==> config.mk <==
export PLATFORM = sky130hd
export DESIGN_NAME = ppt_ram
export DESIGN_NICKNAME = d
export VERILOG_FILES = /design/src/hdl/position_pnl_tracker_macros.svh /design/src/hdl/ppt_ram.sv
export SDC_FILE = /design/constraint.sdc
export NUM_CORES = 2
export LEC_CHECK = 0
export ABC_AREA = 0
export ABC_CLOCK_PERIOD_IN_PS = 15800
export BUFFER_PORTS_ARGS = -buffer_cell sky130_fd_sc_hd__buf_2
export CORE_MARGIN = 2
export CORE_UTILIZATION = 53
export CTS_BUF_LIST = sky130_fd_sc_hd__clkbuf_16
export CTS_CLUSTER_DIAMETER = 40
export CTS_CLUSTER_SIZE = 8
export DETAILED_ROUTE_END_ITERATION = 10
export PLACE_DENSITY = 0.78
export SLEW_MARGIN = 30
export SYNTH_ARGS = -nofsm -noshare
export SYNTH_HDL_FRONTEND = slang
export SYNTH_SLANG_ARGS = --single-unit
==> constraint.sdc <==
create_clock -name clk -period 15.8 [get_ports clk]
set_input_delay 0.79 -clock clk [delete_from_list [all_inputs] [get_ports clk]]
set_output_delay 0.79 -clock clk [all_outputs]
set_load 0.02 [all_outputs]
==> src/hdl/position_pnl_tracker_macros.svh <==
// assertion macros for the position and profit tracker
// used by the tracker top level and its shared arithmetic unit
`ifndef POSITION_PNL_TRACKER_MACROS_SVH
`define POSITION_PNL_TRACKER_MACROS_SVH
`ifndef SYNTHESIS
`define PPT_ASSERT_IMPLIES(label, clk, rst, a, b) \
  label: assert property (@(posedge clk) disable iff (rst) (a) |-> (b)) \
    else $error("same-cycle check failed");
`define PPT_ASSERT_NEXT(label, clk, rst, a, b) \
  label: assert property (@(posedge clk) disable iff (rst) (a) |=> (b)) \
    else $error("next-cycle check failed");
`else
`define PPT_ASSERT_IMPLIES(label, clk, rst, a, b)
`define PPT_ASSERT_NEXT(label, clk, rst, a, b)
`endif
`endif

==> src/hdl/ppt_ram.sv <==
// generic single write port, single read port ram with registered read
// no dependencies
`default_nettype none
module ppt_ram #(
  parameter int W     = 144,
  parameter int DEPTH = 16
) (
  input  wire logic                     clk,
  input  wire logic                     we,
  input  wire logic [$clog2(DEPTH)-1:0] waddr,
  input  wire logic [W-1:0]             wdata,
  input  wire logic [$clog2(DEPTH)-1:0] raddr,
  output      logic [W-1:0]             rdata
);
  logic [W-1:0] mem [DEPTH];

  always_ff @(posedge clk) begin
    if (we) begin
      mem[waddr] <= wdata;
    end
    rdata <= mem[raddr];
  end
endmodule
`default_nettype wire

==> results by group <==
Route
  • Vias per inst: ~6.3
  • DRC violations left: 0
  • WL per Instance: approximately 32 µm
  • WL met2: 111000 µm
  • Max layer used: met5
  • Met3 routed wirelength: around 19000 µm
  • Routed Antenna Nets: 0
  • Post-Route WL: roughly 220000 µm
  • Met1 WL: 78100 µm
  • Pre-antenna DRT Iters: 5
  • Initial DRC count: roughly 5300
  • Routed via count: between 40000 and 50000

Synthesis
  • EDFF count, synth: approximately 2300
  • Synth Instances: roughly 3800
  • Syn nets: slightly below 4000
  • Netlist cell types: 25
  • Ys Warns: 0
  • Seq/Total Area, Yosys: between 80% and 90%
  • Asr flop ratio synth: 0%
  • Yosys reg bits: ~2400
  • Mean post-synth cell area: about 24 µm²
  • Post-Syn Area: approximately 89000 µm²
  • Synth Flop Type: edfxtp_1

Worst setup path
  • Delay-heaviest family, CP: buffers and inverters
  • Cell-by-cell listing of the critical path: buf_8 > buf_4 > buf_6 > buf_4 > mux4_2 > a22oi_1 > nand2_1
  • Buf/Inv on CP: 4
  • Critical path required time: 16580 ps
  • Critical Path Source Type: input port
  • Crit path max fanout: 75
  • Cell depth of the worst flop-to-flop path: 3
  • CP Class: input port to register
  • Max incr delay on CP: 780 ps
  • CP Capture Type: register
  • Crit path DAT: ~4500 ps
  • Stages on worst setup path: 7
  • Crit-path slowest cell: buf_4
  • Crit path top cell by count: buf_4

GRT
  • Initial antenna violation count: 52
  • Vias in the first global route: around 46000
  • Tot GR Track Use: between 20% and 30%
  • Grt total ovfl: 0
  • First-pass GRT wire length: approximately 310000 µm
  • Largest net degree at the start of global routing: about 120

Power and ir drop
  • Leak: between 0.03 and 0.04 µW
  • Comb pwr share: ~4.5%
  • Power Density: about 140 nW/µm²
  • VDD IR-drop max: approximately 0.12 mV
  • Sequential Power Share: between 40% and 50%
  • Internal power: 11900 µW
  • Switch Pwr: 3170 µW
  • Clock share of power: a little under half
  • Sw frac: 21.0%

Timing
  • Final hold viol count: 0
  • RSZ-0062 raised after global routing: false
  • Final cycle utilization of the critical path: about a quarter
  • TNS Setup: 0 ps
  • Worst Tran Pin Value: between 1000 and 1500 ps
  • Setup-failing EPs final: 0
  • Rel. slew slack: approximately 23%
  • Fin crit period: between 3000 and 4000 ps
  • Worst clock skew: approximately 68 ps
  • Max Slew Vio Count: 0
  • Max Fclk: 0.269 GHz
  • Hold_ws: approximately 230 ps

Floorplanning
  • Starting density of the core: between 50% and 60%
  • Chip Height: ~410 µm
  • Die footprint: around 170000 µm²
  • Die X: 415 µm
  • I/O pin count: around 300
  • Rows: 150
  • Core box area: approximately 170000 µm²

CTS
  • CTS tree: done
  • CTS H-Tree Depth: 5
  • Clock slew at reported path FFs: approximately 50 ps
  • CTS Root Cell: clkbuf_16
  • Total CTS buffers: between 300 and 400
  • Setup Fix Bufs, Post-CTS: 0
  • # hold bufs at CTS: 0
  • Worst-Skew Late Latency: between 900 and 1000 ps
  • CTS Sinks: 2448
  • Post-CTS sizing: 0
  • Max clock buf depth: 4

Cells and area
  • Fillers: 10600
  • Sequential Area: a little over 70000 µm²
  • Layout cells sized above 1: approximately 31%
  • Area grow syn2layout: 16.8%
  • Nets@finish: 4494
  • Multi-input logic area: between 15000 and 20000 µm²

Placed design
  • GPL Wtd Cong: between 0.7 and 0.8
  • DP HPWL: around 96000 µm
  • IO Port Bufs: roughly 300

Outcome
  • Status: complete, no violations

Flow run
  • Max cap viols: 0

Min path
  • Min-Delay Path Depth: 1
  • Hold Path Class: input port to register
[sequential cells by signal (all words and copies together) (netlist names)]
| register | cells |
|---|---|
| rdata | 144 |
| mem | 2304 |
[power by group through the flow]
stage                     Combinational, µW  Clock [µW]  Sequential, µW
after floorplan                         350           0            7500
after global placement                  655           0            7450
after detailed placement                671           0            7450
after CTS                               683        7150            7340
after global routing                    721        7410            7340
final                                   679        7060            7340
[kinds of logic (layout without fill, tap and decap cells)]
group | Yosys count | count (layout) | synth area share, %
AOI/OAI and AO/OA | 315 | 315 | 2.64
buffers and inverters | 202 | 1003 | 1.10
DFF | 2448 | 2448 | 80.6
muxes | 647 | 647 | 14.7
other | 0 | 31 | 0
and+or+nand+nor | 183 | 183 | 0.965
[cells in the mapped netlist, types with 21 or more instances]
| library cell | n | area (µm²) |
|---|---|---|
| a22oi_1 | 234 | 1760 |
| buf_2 | 98 | 490 |
| clkbuf_1 | 74 | 278 |
| dfxtp_1 | 144 | 2880 |
| edfxtp_1 | 2304 | 69200 |
| mux2_2 | 93 | 1050 |
| mux2i_1 | 27 | 270 |
| mux4_2 | 527 | 11900 |
| nand2_1 | 97 | 364 |
| nand2b_1 | 21 | 131 |
| nor2b_1 | 38 | 238 |
| o21ai_0 | 27 | 135 |
| o221ai_1 | 32 | 280 |
[routing by layer]
metal / vias to the layer above / GRT usage [%]
met5: - / 0
met2: 2557 / 42.0
li1: 17400 / -
met1: 22900 / 32.1
met3: 452 / 4.87
met4: 30 / 11.9
[cell usage in the layout (no fill, tap or decap), types with 2 or more instances in the layout]
cell type / n
buf_2: 293
nand3b_1: 2
clkbuf_16: 381
inv_6: 5
clkinvlp_4: 5
buf_12: 15
o22a_1: 5
clkinv_4: 5
edfxtp_1: 2304
o221ai_1: 32
nor2_4: 14
bufinv_16: 6
nor2b_4: 3
mux4_2: 527
buf_6: 4
buf_4: 52
nand2b_1: 21
a221oi_1: 17
mux2_2: 93
buf_8: 3
inv_1: 207
and2_1: 2
inv_16: 2
dfxtp_1: 144
o21ai_0: 27
mux2i_1: 27
clkinv_1: 12
nor2b_1: 34
diode_2: 31
nor3_2: 4
nand2_1: 97
clkinv_2: 11
a22oi_1: 234
[final timing paths]
check	slack (ps)	from	end
worst min-delay path	230	wdata[66]	mem[9][66]
worst max-delay path	12080	raddr[1]	rdata[69]
worst max register to register	14270	mem[4][49]	rdata[49]
worst min register to register	610	mem[15][65]	rdata[65]
[through the flow]
| step | power [µW] | utilization, % | area [µm²] | instances | worst slack [ps] |
|---|---|---|---|---|---|
| floorplan | 7850 | - | 89500 | 3795 | 3960 |
| global placement | 8100 | 55.9 | 93600 | 6164 | 10960 |
| detailed placement | 8130 | 55.9 | 93600 | 6165 | 11030 |
| CTS | 15200 | 62.4 | 104000 | 6799 | 11940 |
| global route | 15500 | 62.4 | 104000 | 6823 | 11870 |
| finish | 15100 | 62.4 | 105000 | 6831 | 12080 |
[cell type report]
cell class	instances	share of cell area, %
Antenna cell	31	0.0742
Clock buffer	381	9.12
Clock inverter	253	1.17
Multi-Input combinational cell	1145	15.9
Sequential cell	2448	69.0
Tap cell	2204	2.64
Timing Repair Buffer	369	2.19
(Power assumes the default switching activity.)
