$ cat src/hdl/position_pnl_tracker_macros.svh
// assertion macros for the position and profit tracker
// used by the tracker top level and its shared arithmetic unit
`ifndef POSITION_PNL_TRACKER_MACROS_SVH
`define POSITION_PNL_TRACKER_MACROS_SVH
`ifndef SYNTHESIS
`define PPT_ASSERT_IMPLIES(label, clk, rst, a, b) \
  label: assert property (@(posedge clk) disable iff (rst) (a) |-> (b)) \
    else $error("same-cycle check failed");
`define PPT_ASSERT_NEXT(label, clk, rst, a, b) \
  label: assert property (@(posedge clk) disable iff (rst) (a) |=> (b)) \
    else $error("next-cycle check failed");
`else
`define PPT_ASSERT_IMPLIES(label, clk, rst, a, b)
`define PPT_ASSERT_NEXT(label, clk, rst, a, b)
`endif
`endif

$ cat src/hdl/ppt_pkg.sv
// types, constants and saturating helpers for the position and profit tracker
// no dependencies
`default_nettype none
package ppt_pkg;

  localparam int FRAC_BITS   = 16;
  localparam int MAX_RESULTS = 16;
  localparam int ACC_W       = 82;
  localparam int MUL_STEPS   = 32;

  localparam logic [47:0] MASK48  = 48'hFFFF_FFFF_FFFF;
  localparam logic [63:0] S64_MAX = 64'h7FFF_FFFF_FFFF_FFFF;
  localparam logic [63:0] S64_MIN = 64'h8000_0000_0000_0000;
  localparam logic [31:0] S32_MAX = 32'h7FFF_FFFF;
  localparam logic [31:0] S32_MIN = 32'h8000_0000;

  localparam logic [1:0] MODE_TRADE  = 2'd0;
  localparam logic [1:0] MODE_QUERY  = 2'd1;
  localparam logic [1:0] MODE_SAMPLE = 2'd2;

  localparam logic KIND_QUERY  = 1'b0;
  localparam logic KIND_SAMPLE = 1'b1;

  typedef struct packed {
    logic [1:0]  mode;
    logic [3:0]  first_owner;
    logic [3:0]  second_owner;
    logic [31:0] price;
    logic [23:0] volume;
    logic        direction;
  } ppt_req_t;

  typedef struct packed {
    logic               kind;
    logic [3:0]         owner;
    logic signed [31:0] inventory;
    logic [47:0]        average_cost;
    logic signed [63:0] realized;
    logic signed [63:0] unrealized;
    logic [31:0]        market_price;
    logic signed [63:0] total_value;
    logic               last;
  } ppt_rsp_t;

  typedef struct packed {
    logic signed [31:0] qty;
    logic [47:0]        cost;
    logic signed [63:0] prof;
  } ppt_entry_t;

  typedef enum logic [1:0] {MD_MUL, MD_MAC, MD_DIV} md_op_t;

  typedef struct packed {
    logic        start;
    md_op_t      op;
    logic [47:0] mcand;
    logic [31:0] mplier;
    logic [31:0] divisor;
  } md_cmd_t;

  typedef struct packed {
    logic busy;
    logic done;
  } md_stat_t;

  typedef enum logic [3:0] {
    ST_IDLE, ST_FILL_START, ST_RD_WAIT, ST_LOAD, ST_F_DECIDE, ST_F_MUL1, ST_F_MUL2,
    ST_F_DIV, ST_F_RED, ST_F_BOOK, ST_F_WRITE, ST_SCAN, ST_U_DECIDE, ST_U_MUL,
    ST_TOTAL, ST_EMIT
  } ppt_state_t;

  function automatic logic [47:0] to_fix(input logic [31:0] p);
    logic [55:0] v;
    v = {24'b0, p} << FRAC_BITS;
    if (v > {8'b0, MASK48}) return MASK48;
    return v[47:0];
  endfunction

  function automatic logic [63:0] sat_signed(input logic [ACC_W-1:0] m, input logic neg);
    logic [63:0] low;
    low = m[63:0];
    if (neg) begin
      if (m >= {{(ACC_W-64){1'b0}}, S64_MIN}) return S64_MIN;
      return ~low + 64'd1;
    end
    if (m > {{(ACC_W-64){1'b0}}, S64_MAX}) return S64_MAX;
    return low;
  endfunction

  function automatic logic [63:0] sat_add(input logic [63:0] a, input logic [63:0] b);
    logic [64:0] s;
    s = {a[63], a} + {b[63], b};
    if (s[64] != s[63]) return s[64] ? S64_MIN : S64_MAX;
    return s[63:0];
  endfunction

endpackage
`default_nettype wire

$ cat src/hdl/ppt_muldiv.sv
// shared serial unit: shift-add multiply / multiply-accumulate and restoring divide
// depends on ppt_pkg and the assertion macros
`default_nettype none
`include "position_pnl_tracker_macros.svh"
module ppt_muldiv
  import ppt_pkg::*;
(
  input  wire logic             clk,
  input  wire logic             rst,
  input  wire md_cmd_t          cmd,
  output      md_stat_t         stat,
  output      logic [ACC_W-1:0] result
);
  localparam logic [6:0] MUL_LAST = 7'(MUL_STEPS - 1);
  localparam logic [6:0] DIV_LAST = 7'(ACC_W - 1);

  logic             busy;
  logic             done;
  md_op_t           op_q;
  logic [6:0]       cnt;
  logic [ACC_W-1:0] acc;
  logic [ACC_W-1:0] mc;
  logic [31:0]      mp;
  logic [31:0]      dv;
  logic [31:0]      rem;
  logic [32:0]      r2;
  logic             ge;
  logic [31:0]      rem_next;

  // remainder stays below the divisor, so rem_next always fits in 32 bits
  always_comb begin
    r2       = {rem, acc[ACC_W-1]};
    ge       = r2 >= {1'b0, dv};
    rem_next = ge ? 32'(r2 - {1'b0, dv}) : r2[31:0];
  end

  always_ff @(posedge clk) begin
    if (rst) begin
      busy <= 1'b0;
      done <= 1'b0;
    end else begin
      done <= 1'b0;
      if (!busy) begin
        if (cmd.start) begin
          busy <= 1'b1;
          op_q <= cmd.op;
          case (cmd.op)
            MD_DIV: begin
              rem <= '0;
              dv  <= cmd.divisor;
              cnt <= DIV_LAST;
            end
            default: begin
              if (cmd.op == MD_MUL) acc <= '0;
              mc  <= ACC_W'(cmd.mcand);
              mp  <= cmd.mplier;
              cnt <= MUL_LAST;
            end
          endcase
        end
      end else begin
        case (op_q)
          MD_DIV: begin
            rem <= rem_next;
            acc <= {acc[ACC_W-2:0], ge};
          end
          default: begin
            if (mp[0]) acc <= acc + mc;
            mc <= mc << 1;
            mp <= mp >> 1;
          end
        endcase
        if (cnt == '0) begin
          busy <= 1'b0;
          done <= 1'b1;
        end else begin
          cnt <= cnt - 7'd1;
        end
      end
    end
  end

  assign stat.busy = busy;
  assign stat.done = done;
  assign result    = acc;

  `PPT_ASSERT_IMPLIES(a_done_idle, clk, rst, done, !busy)
  `PPT_ASSERT_NEXT(a_start_busy, clk, rst, cmd.start && !busy, busy)
  `PPT_ASSERT_IMPLIES(a_rem_below, clk, rst, busy && (op_q == MD_DIV), rem < dv)
endmodule
`default_nettype wire

$ cat config.mk
export PLATFORM = sky130hd
export DESIGN_NAME = ppt_muldiv
export DESIGN_NICKNAME = d
export VERILOG_FILES = /design/src/hdl/ppt_pkg.sv /design/src/hdl/ppt_muldiv.sv
export VERILOG_INCLUDE_DIRS = /design/src /design/src/hdl
export SDC_FILE = /design/constraint.sdc
export NUM_CORES = 1
export LEC_CHECK = 0
export ABC_AREA = 0
export BUFFER_PORTS_ARGS = -buffer_cell sky130_fd_sc_hd__buf_2
export CAP_MARGIN = 40
export CORE_MARGIN = 1.5
export CORE_UTILIZATION = 55
export DETAILED_ROUTE_END_ITERATION = 10
export GPL_ROUTABILITY_DRIVEN = 0
export GPL_TIMING_DRIVEN = 0
export PLACE_DENSITY = 0.76
export SYNTH_ARGS = -nofsm -noshare
export SYNTH_HDL_FRONTEND = slang
export SYNTH_SLANG_ARGS = --single-unit
$ cat constraint.sdc
create_clock -name clk -period 16.33 [get_ports clk]
set_input_delay 1.633 -clock clk [delete_from_list [all_inputs] [get_ports clk]]
set_output_delay 1.633 -clock clk [all_outputs]
set_load 0.05 [all_outputs]
==> results.cfg, run 1 <==
[outcome]
status = completed

[timing]
setup_tns_ps = 0
final_max_slew_viol_count = 0
rsz0062_at_grt = false
tightest_slew_ps = 890
period_minus_slack_ps = 4270
clock.fmax_mhz = 234
setup-violations-final = 0
max_slew_margin_pct = 39.9
min_period_over_period_pct = 26.2
finalHoldViolCount = 0
fin_skew_ps = 13.7
setup_ws_ps = 12060

[power_and_ir_drop]
vdd_drop_max_mv = 0.0940
power.internal_uw = 1380
pwr-share-seq_pct = 42.7
cellPowerDensity_nw_per_um2 = 96.0
finalPower_uw = 1960
p_sw_uw = 577
power.leakage_uw = 0.00823
pwr-share-clk_pct = 35.3
p_comb_share_pct = 22.0
switching_share_pct = 29.4

[placement]
hpwlAfterDp_um = 34500
io_buffers = 199
place_ws_ps = 12190

[route]
dr.pass1.iters = 8
drt_iter0_drc = 1340
drc_errors = 0
viasPerCell = 6.06
num_vias = 14700
ant_nets = 0
wl_per_cell_um = 18.7
drt-total-wl_um = 45500

[critical_path]
critPathCapture = result[80]
r2r_setup_slack_ps = 12060
cp-startpoint = result[0]
worstSetupEndpointType = flop
rr_endpoint = result[80]
critPathMaxFanout = 4
required_ps = 16620
critPathKind = flop to flop
ff2ff_path_depth = 13
arrival_ps = 4570
r2r-start = result[0]
start_kind = flop

[global_routing]
overflow = 0
grt_pass1_vias = 14200
grt_pass1_wl_um = 71900
antenna_found_initial = 1
grt_usage_pct = 27.0
grt_max_degree = 30

[die]
num_rows = 65
die_area_um2 = 33200
ios = 201
core-area_um2 = 31600
start_util_pct = 55.9
die_h_um = 182
die_w_um = 182

[synthesis]
synthAdderAreaFrac_pct = 8.38
synth_top_family_by_area = compound AO/OA/AOI/OAI gates
ys_top_cells_by_count = 269 x edfxtp_1, 198 x nand2_1, 186 x a21oi_1
syn_inst = 1758
synth-compound-area-share_pct = 18.2
synth_most_common_cell = edfxtp_1
syn-mean-instance-area_um2 = 10.0
ys_seq_elements = 271
ys_warn_count = 0
async_reset_ff_share_pct = 0
ys_seq_area_share_pct = 46.0
synth.net_count = 1992
yosys.area_share.simple_pct = 13.6
synthMuxAreaShare_pct = 5.38
synth.top_cell.area_share_pct = 45.8
synth_cell_types = 70
synth-xor-area-share_pct = 5.16
synth_area_leaders = edfxtp_1 46%, ha_1 8.2%, a21oi_1 5.3%
synth_edf_count = 269
synthFlopType = edfxtp_1
syn-cell-area_um2 = 17600
yosysTopAreaCell = edfxtp_1

[clock_tree]
cts_tree = built
cts_max_level = 1
root_buffer = clkbuf_16
post_cts.repair.setup_buffers = 0
clk_pin_slew_ps = 60
cts_sinks = 271
clk_latency_ps = 590
cts_buffers = 31
cts.repair.resized = 0
cts_buffer_depth = 3
cts.hold.buffers_added = 0

[layout]
area_growth_syn_to_layout_pct = 15.7
fin_nets = 2237
drive_above_1_share_pct = 18.1

[worst_hold_path]
hold_class = flop to flop
hold_start = mp[22]

[job]
maxCapViolCount = 0
-- routing by layer --
metal | vias to the layer above | wire length [um] | global-route usage, %
li1 | 6991 | - | -
met1 | 7015 | 19200 | 35.5
met2 | 611 | 21200 | 45.4
met3 | 98 | 3540 | 4.71
met4 | 2 | 1550 | 9.29
met5 | - | 13 | 0
-- logic make-up (layout without fill, tap and decap cells) --
kind of cell	after synthesis	count (layout)
and+or+nand+nor	521	521
AOI/OAI and AO/OA	513	513
DFF	271	271
buffers and inverters	147	416
adders and majority gates	117	117
xor gates and xnor gates	104	104
muxes	85	85
other	0	1
-- worst min-delay path by stage --
stage	slack, ps	to	cells past startpoint
global placement	530	mp[2]	1
floorplan	520	mp[0]	1
CTS	550	mp[21]	1
global route	570	mp[1]	1
detailed placement	540	mp[0]	1
finish	540	mp[21]	1
-- power groups by stage --
stage	Clock [uW]	Sequential, uW	Combinational [uW]
final	693	838	430
after floorplan	0	889	274
after detailed placement	0	852	423
after CTS	708	838	426
after global routing	732	841	471
after global placement	0	861	406
-- registers in the layout, indices dropped and copies added, names as in the netlist, 2 cells and up --
register,count
rem,32
mp,32
op_q,2
result,82
cnt,7
mc,82
dv,32
-- cell type report --
type / count / area (um^2)
antenna: 1 / 2.50
buffer: 77 / 305
clock buffer: 34 / 787
inverter: 70 / 263
multi-input combinational: 1340 / 8990
clock inverter: 23 / 220
tap: 402 / 503
fill: 2562 / 11100
timing repair buffer: 212 / 1230
sequential: 271 / 8120
-- cell usage in the layout (no fill, tap or decap), drive strengths merged, types with 33 or more instances in the layout --
| cell | Yosys | final |
|---|---|---|
| nand3 | 34 | 34 |
| nor2 | 132 | 132 |
| nand2 | 198 | 198 |
| buf | 18 | 230 |
| clkbuf | 59 | 93 |
| a21o | 71 | 71 |
| o21ai | 121 | 121 |
| mux2 | 78 | 78 |
| nand4 | 33 | 33 |
| a21oi | 188 | 188 |
| xnor2 | 62 | 62 |
| ha | 115 | 115 |
| edfxtp | 269 | 269 |
| inv | 70 | 71 |
| xor2 | 42 | 42 |
| and2 | 39 | 39 |
-- worst max-delay path, stage by stage (launching register included) --
cell and delay, ps:
edfxtp_1 410, ha_1 260, fa_1 430, a211oi_1 380
o211ai_1 160, a21oi_1 350, a31oi_1 220, a21oi_1 480
a21o_1 270, o41ai_2 150, a211o_1 380, a31oi_1 240
xor2_1 180, a21oi_1 80
-- through the flow --
| step | area (um^2) | cells | hold WS [ps] | utilization (%) |
|---|---|---|---|---|
| floorplan | 17600 | 1758 | 523 | - |
| global placement | 19100 | 2359 | 528 | 60.7 |
| detailed placement | 19400 | 2372 | 535 | 61.5 |
| CTS | 20400 | 2429 | 547 | 64.7 |
| global route | 20400 | 2429 | 567 | 64.7 |
| finish | 20400 | 2430 | 544 | 64.7 |
Note: power is estimated with default switching activity, not from simulation.
==> inputs of run 2 (changes only) <==
Clock period 16.33 ns to 4.07 ns, I/O delays scaled along.
==> run 2 against run 1 <==
Compared with the run above: combinational power grew to 4.1 times the previous value; hold slack worse by 520 ps; sequential power grew to 4.0 times the previous value; register-to-register slack worse by 12000 ps; global-route usage is 0.52 points higher; count of clock-buffer cells in the layout is 3 higher; critical endpoint is now result[52]; largest cell class unchanged.
==> results.cfg, run 2 (synthesis results as in run 1) <==
[outcome]
status = completed

[clock_tree]
clk_pin_slew_ps = 70
clk_latency_ps = 570
cts_buffer_depth = 3
cts_max_level = 1
root_buffer = clkbuf_16
cts_buffers = 30
cts_sinks = 271
cts_tree = built

[global_routing]
overflow = 0
grt_pass1_wl_um = 73000
grt_pass1_vias = 14400
grt_max_degree = 30
antenna_found_initial = 4
grt_usage_pct = 27.6

[critical_path]
cp_top_family = compound AO/OA/AOI/OAI gates
cp-startpoint = result[0]
max_stage_delay_ps = 460
rr_endpoint = result[52]
arrival_ps = 4260
path_cells = ha_1 -> fa_1 -> a211oi_2 -> o211ai_1 -> a21oi_2 -> a31oi_1 -> a21oi_2 -> a21o_1 -> o21ai_0 -> a21boi_0 -> o21ai_0 -> xnor2_1 -> o21ai_0
required_ps = 4370
start_kind = flop
critPathKind = flop to flop
critPathMaxFanout = 3
r2r_setup_slack_ps = 110
r2r-start = result[0]
path_common_cell = o21ai_0
cp.buffers_inverters = 0
cp_slowest_cell = fa_1
worstSetupEndpointType = flop
ff2ff_path_depth = 13

[timing]
setup-violations-final = 0
final_max_slew_viol_count = 0
hold_ws_ps = 21.1
period_minus_slack_ps = 3960
clock.fmax_mhz = 252
finalHoldViolCount = 0
fin_skew_ps = 21.3
min_period_over_period_pct = 97.3
rsz0062_at_grt = true
setup_tns_ps = 0
max_slew_margin_pct = 41.1
tightest_slew_ps = 884

[die]
num_rows = 65
core-area_um2 = 31600
die_area_um2 = 33200
ios = 201
start_util_pct = 55.9
die_h_um = 182
die_w_um = 182

[route]
wl_met2_um = 21600
wl_met1_um = 19400
drt-total-wl_um = 46100
num_vias = 14700
top_layer_used = met5
wl_per_cell_um = 18.8
drc_errors = 0
drt_iter0_drc = 1046
viasPerCell = 6.02
wl_met3_um = 3660
dr.pass1.iters = 5
ant_nets = 0

[placement]
hpwlAfterDp_um = 34700
dpl.cell_count = 2375
io_buffers = 199

[layout]
final_common_cell = edfxtp_1
fin_util_pct = 65.3
area_growth_syn_to_layout_pct = 16.8
drive_above_1_share_pct = 18.2
fillers = 2596
fin_nets = 2258
layout_common_cells = 269 x edfxtp_1, 206 x buf_2, 198 x nand2_1, 182 x a21oi_1, 131 x nor2_1
layout.cells.non_filler = 2452

[worst_hold_path]
min_to = dv[9]
hold_start = cmd[9]
min_path_cells = 1
hold_class = input port to flop

[power_and_ir_drop]
power.leakage_uw = 0.00829
vdd_drop_max_mv = 0.304
cellPowerDensity_nw_per_um2 = 370

[job]
maxCapViolCount = 0
-- run 2: cell count changes in the layout (fill, tap and decap cells not counted), moves of 2 or more --
cell,delta
dlygate4sd3_1,+18
clkbuf_1,+2
a21oi_2,+2
bufinv_16,-4
buf_16,+2
clkinv_1,+2
a21oi_1,-3
-- run 2: per-layer routing --
metal	vias up	GRT usage [%]
met5	-	0
met4	4	9.52
met3	97	5.55
met2	606	46.5
met1	6997	35.5
li1	7045	-
-- run 2: worst reg2reg max path, stage by stage (launching register included) --
cell	delay (ps)
edfxtp_1	410
ha_1	270
fa_1	460
a211oi_2	330
o211ai_1	160
a21oi_2	220
a31oi_1	180
a21oi_2	330
a21o_1	260
o21ai_0	220
a21boi_0	420
o21ai_0	170
xnor2_1	170
o21ai_0	100
-- run 2: where the power goes --
group | total (uW) | switching, uW | internal [uW]
Combinational | 1770 | 1100 | 670
Clock | 2490 | 1120 | 1380
Sequential | 3360 | 92.2 | 3270
Total | 7620 | 2310 | 5310
-- run 2: cell type report --
| class | instances | area (um^2) | share of cell area, % |
|---|---|---|---|
| Tap cell | 402 | 503 | 2.44 |
| Multi-Input combinational cell | 1340 | 9050 | 43.9 |
| Clock buffer | 37 | 798 | 3.87 |
| Sequential cell | 271 | 8120 | 39.4 |
| Antenna cell | 2 | 5.00 | 0.0243 |
| Inverter | 70 | 263 | 1.27 |
| Buffer | 77 | 307 | 1.49 |
| Timing Repair Buffer | 234 | 1480 | 7.17 |
| Clock inverter | 19 | 82.6 | 0.401 |
-- run 2: metrics by stage --
stage	instance area (um^2)	worst slack, ps	total power [uW]
2_1_floorplan	17700	155	4650
3_3_place_gp	19200	-2180	5060
3_5_place_dp	19500	-123	5130
4_1_cts	20500	7.17	7640
5_1_grt	20600	-0.640	7970
6_report	20600	109	7620
-- run 2: what timing repair did --
action / 4_1_cts / 5_1_grt
setup buffers: 0 / 1
endpoints found under the setup margin: 11 / 14
hold buffers: 18 / 0
endpoints found under the hold margin: 18 / 0
resized for setup: 3 / 11
pin swaps: 1 / 2
-- run 2: worst max-delay path by stage --
stage,to,cells past startpoint
after floorplan,result[0],5
after global placement,result[31],5
after detailed placement,result[78],13
after CTS,result[78],13
after global routing,result[80],13
final,result[52],13
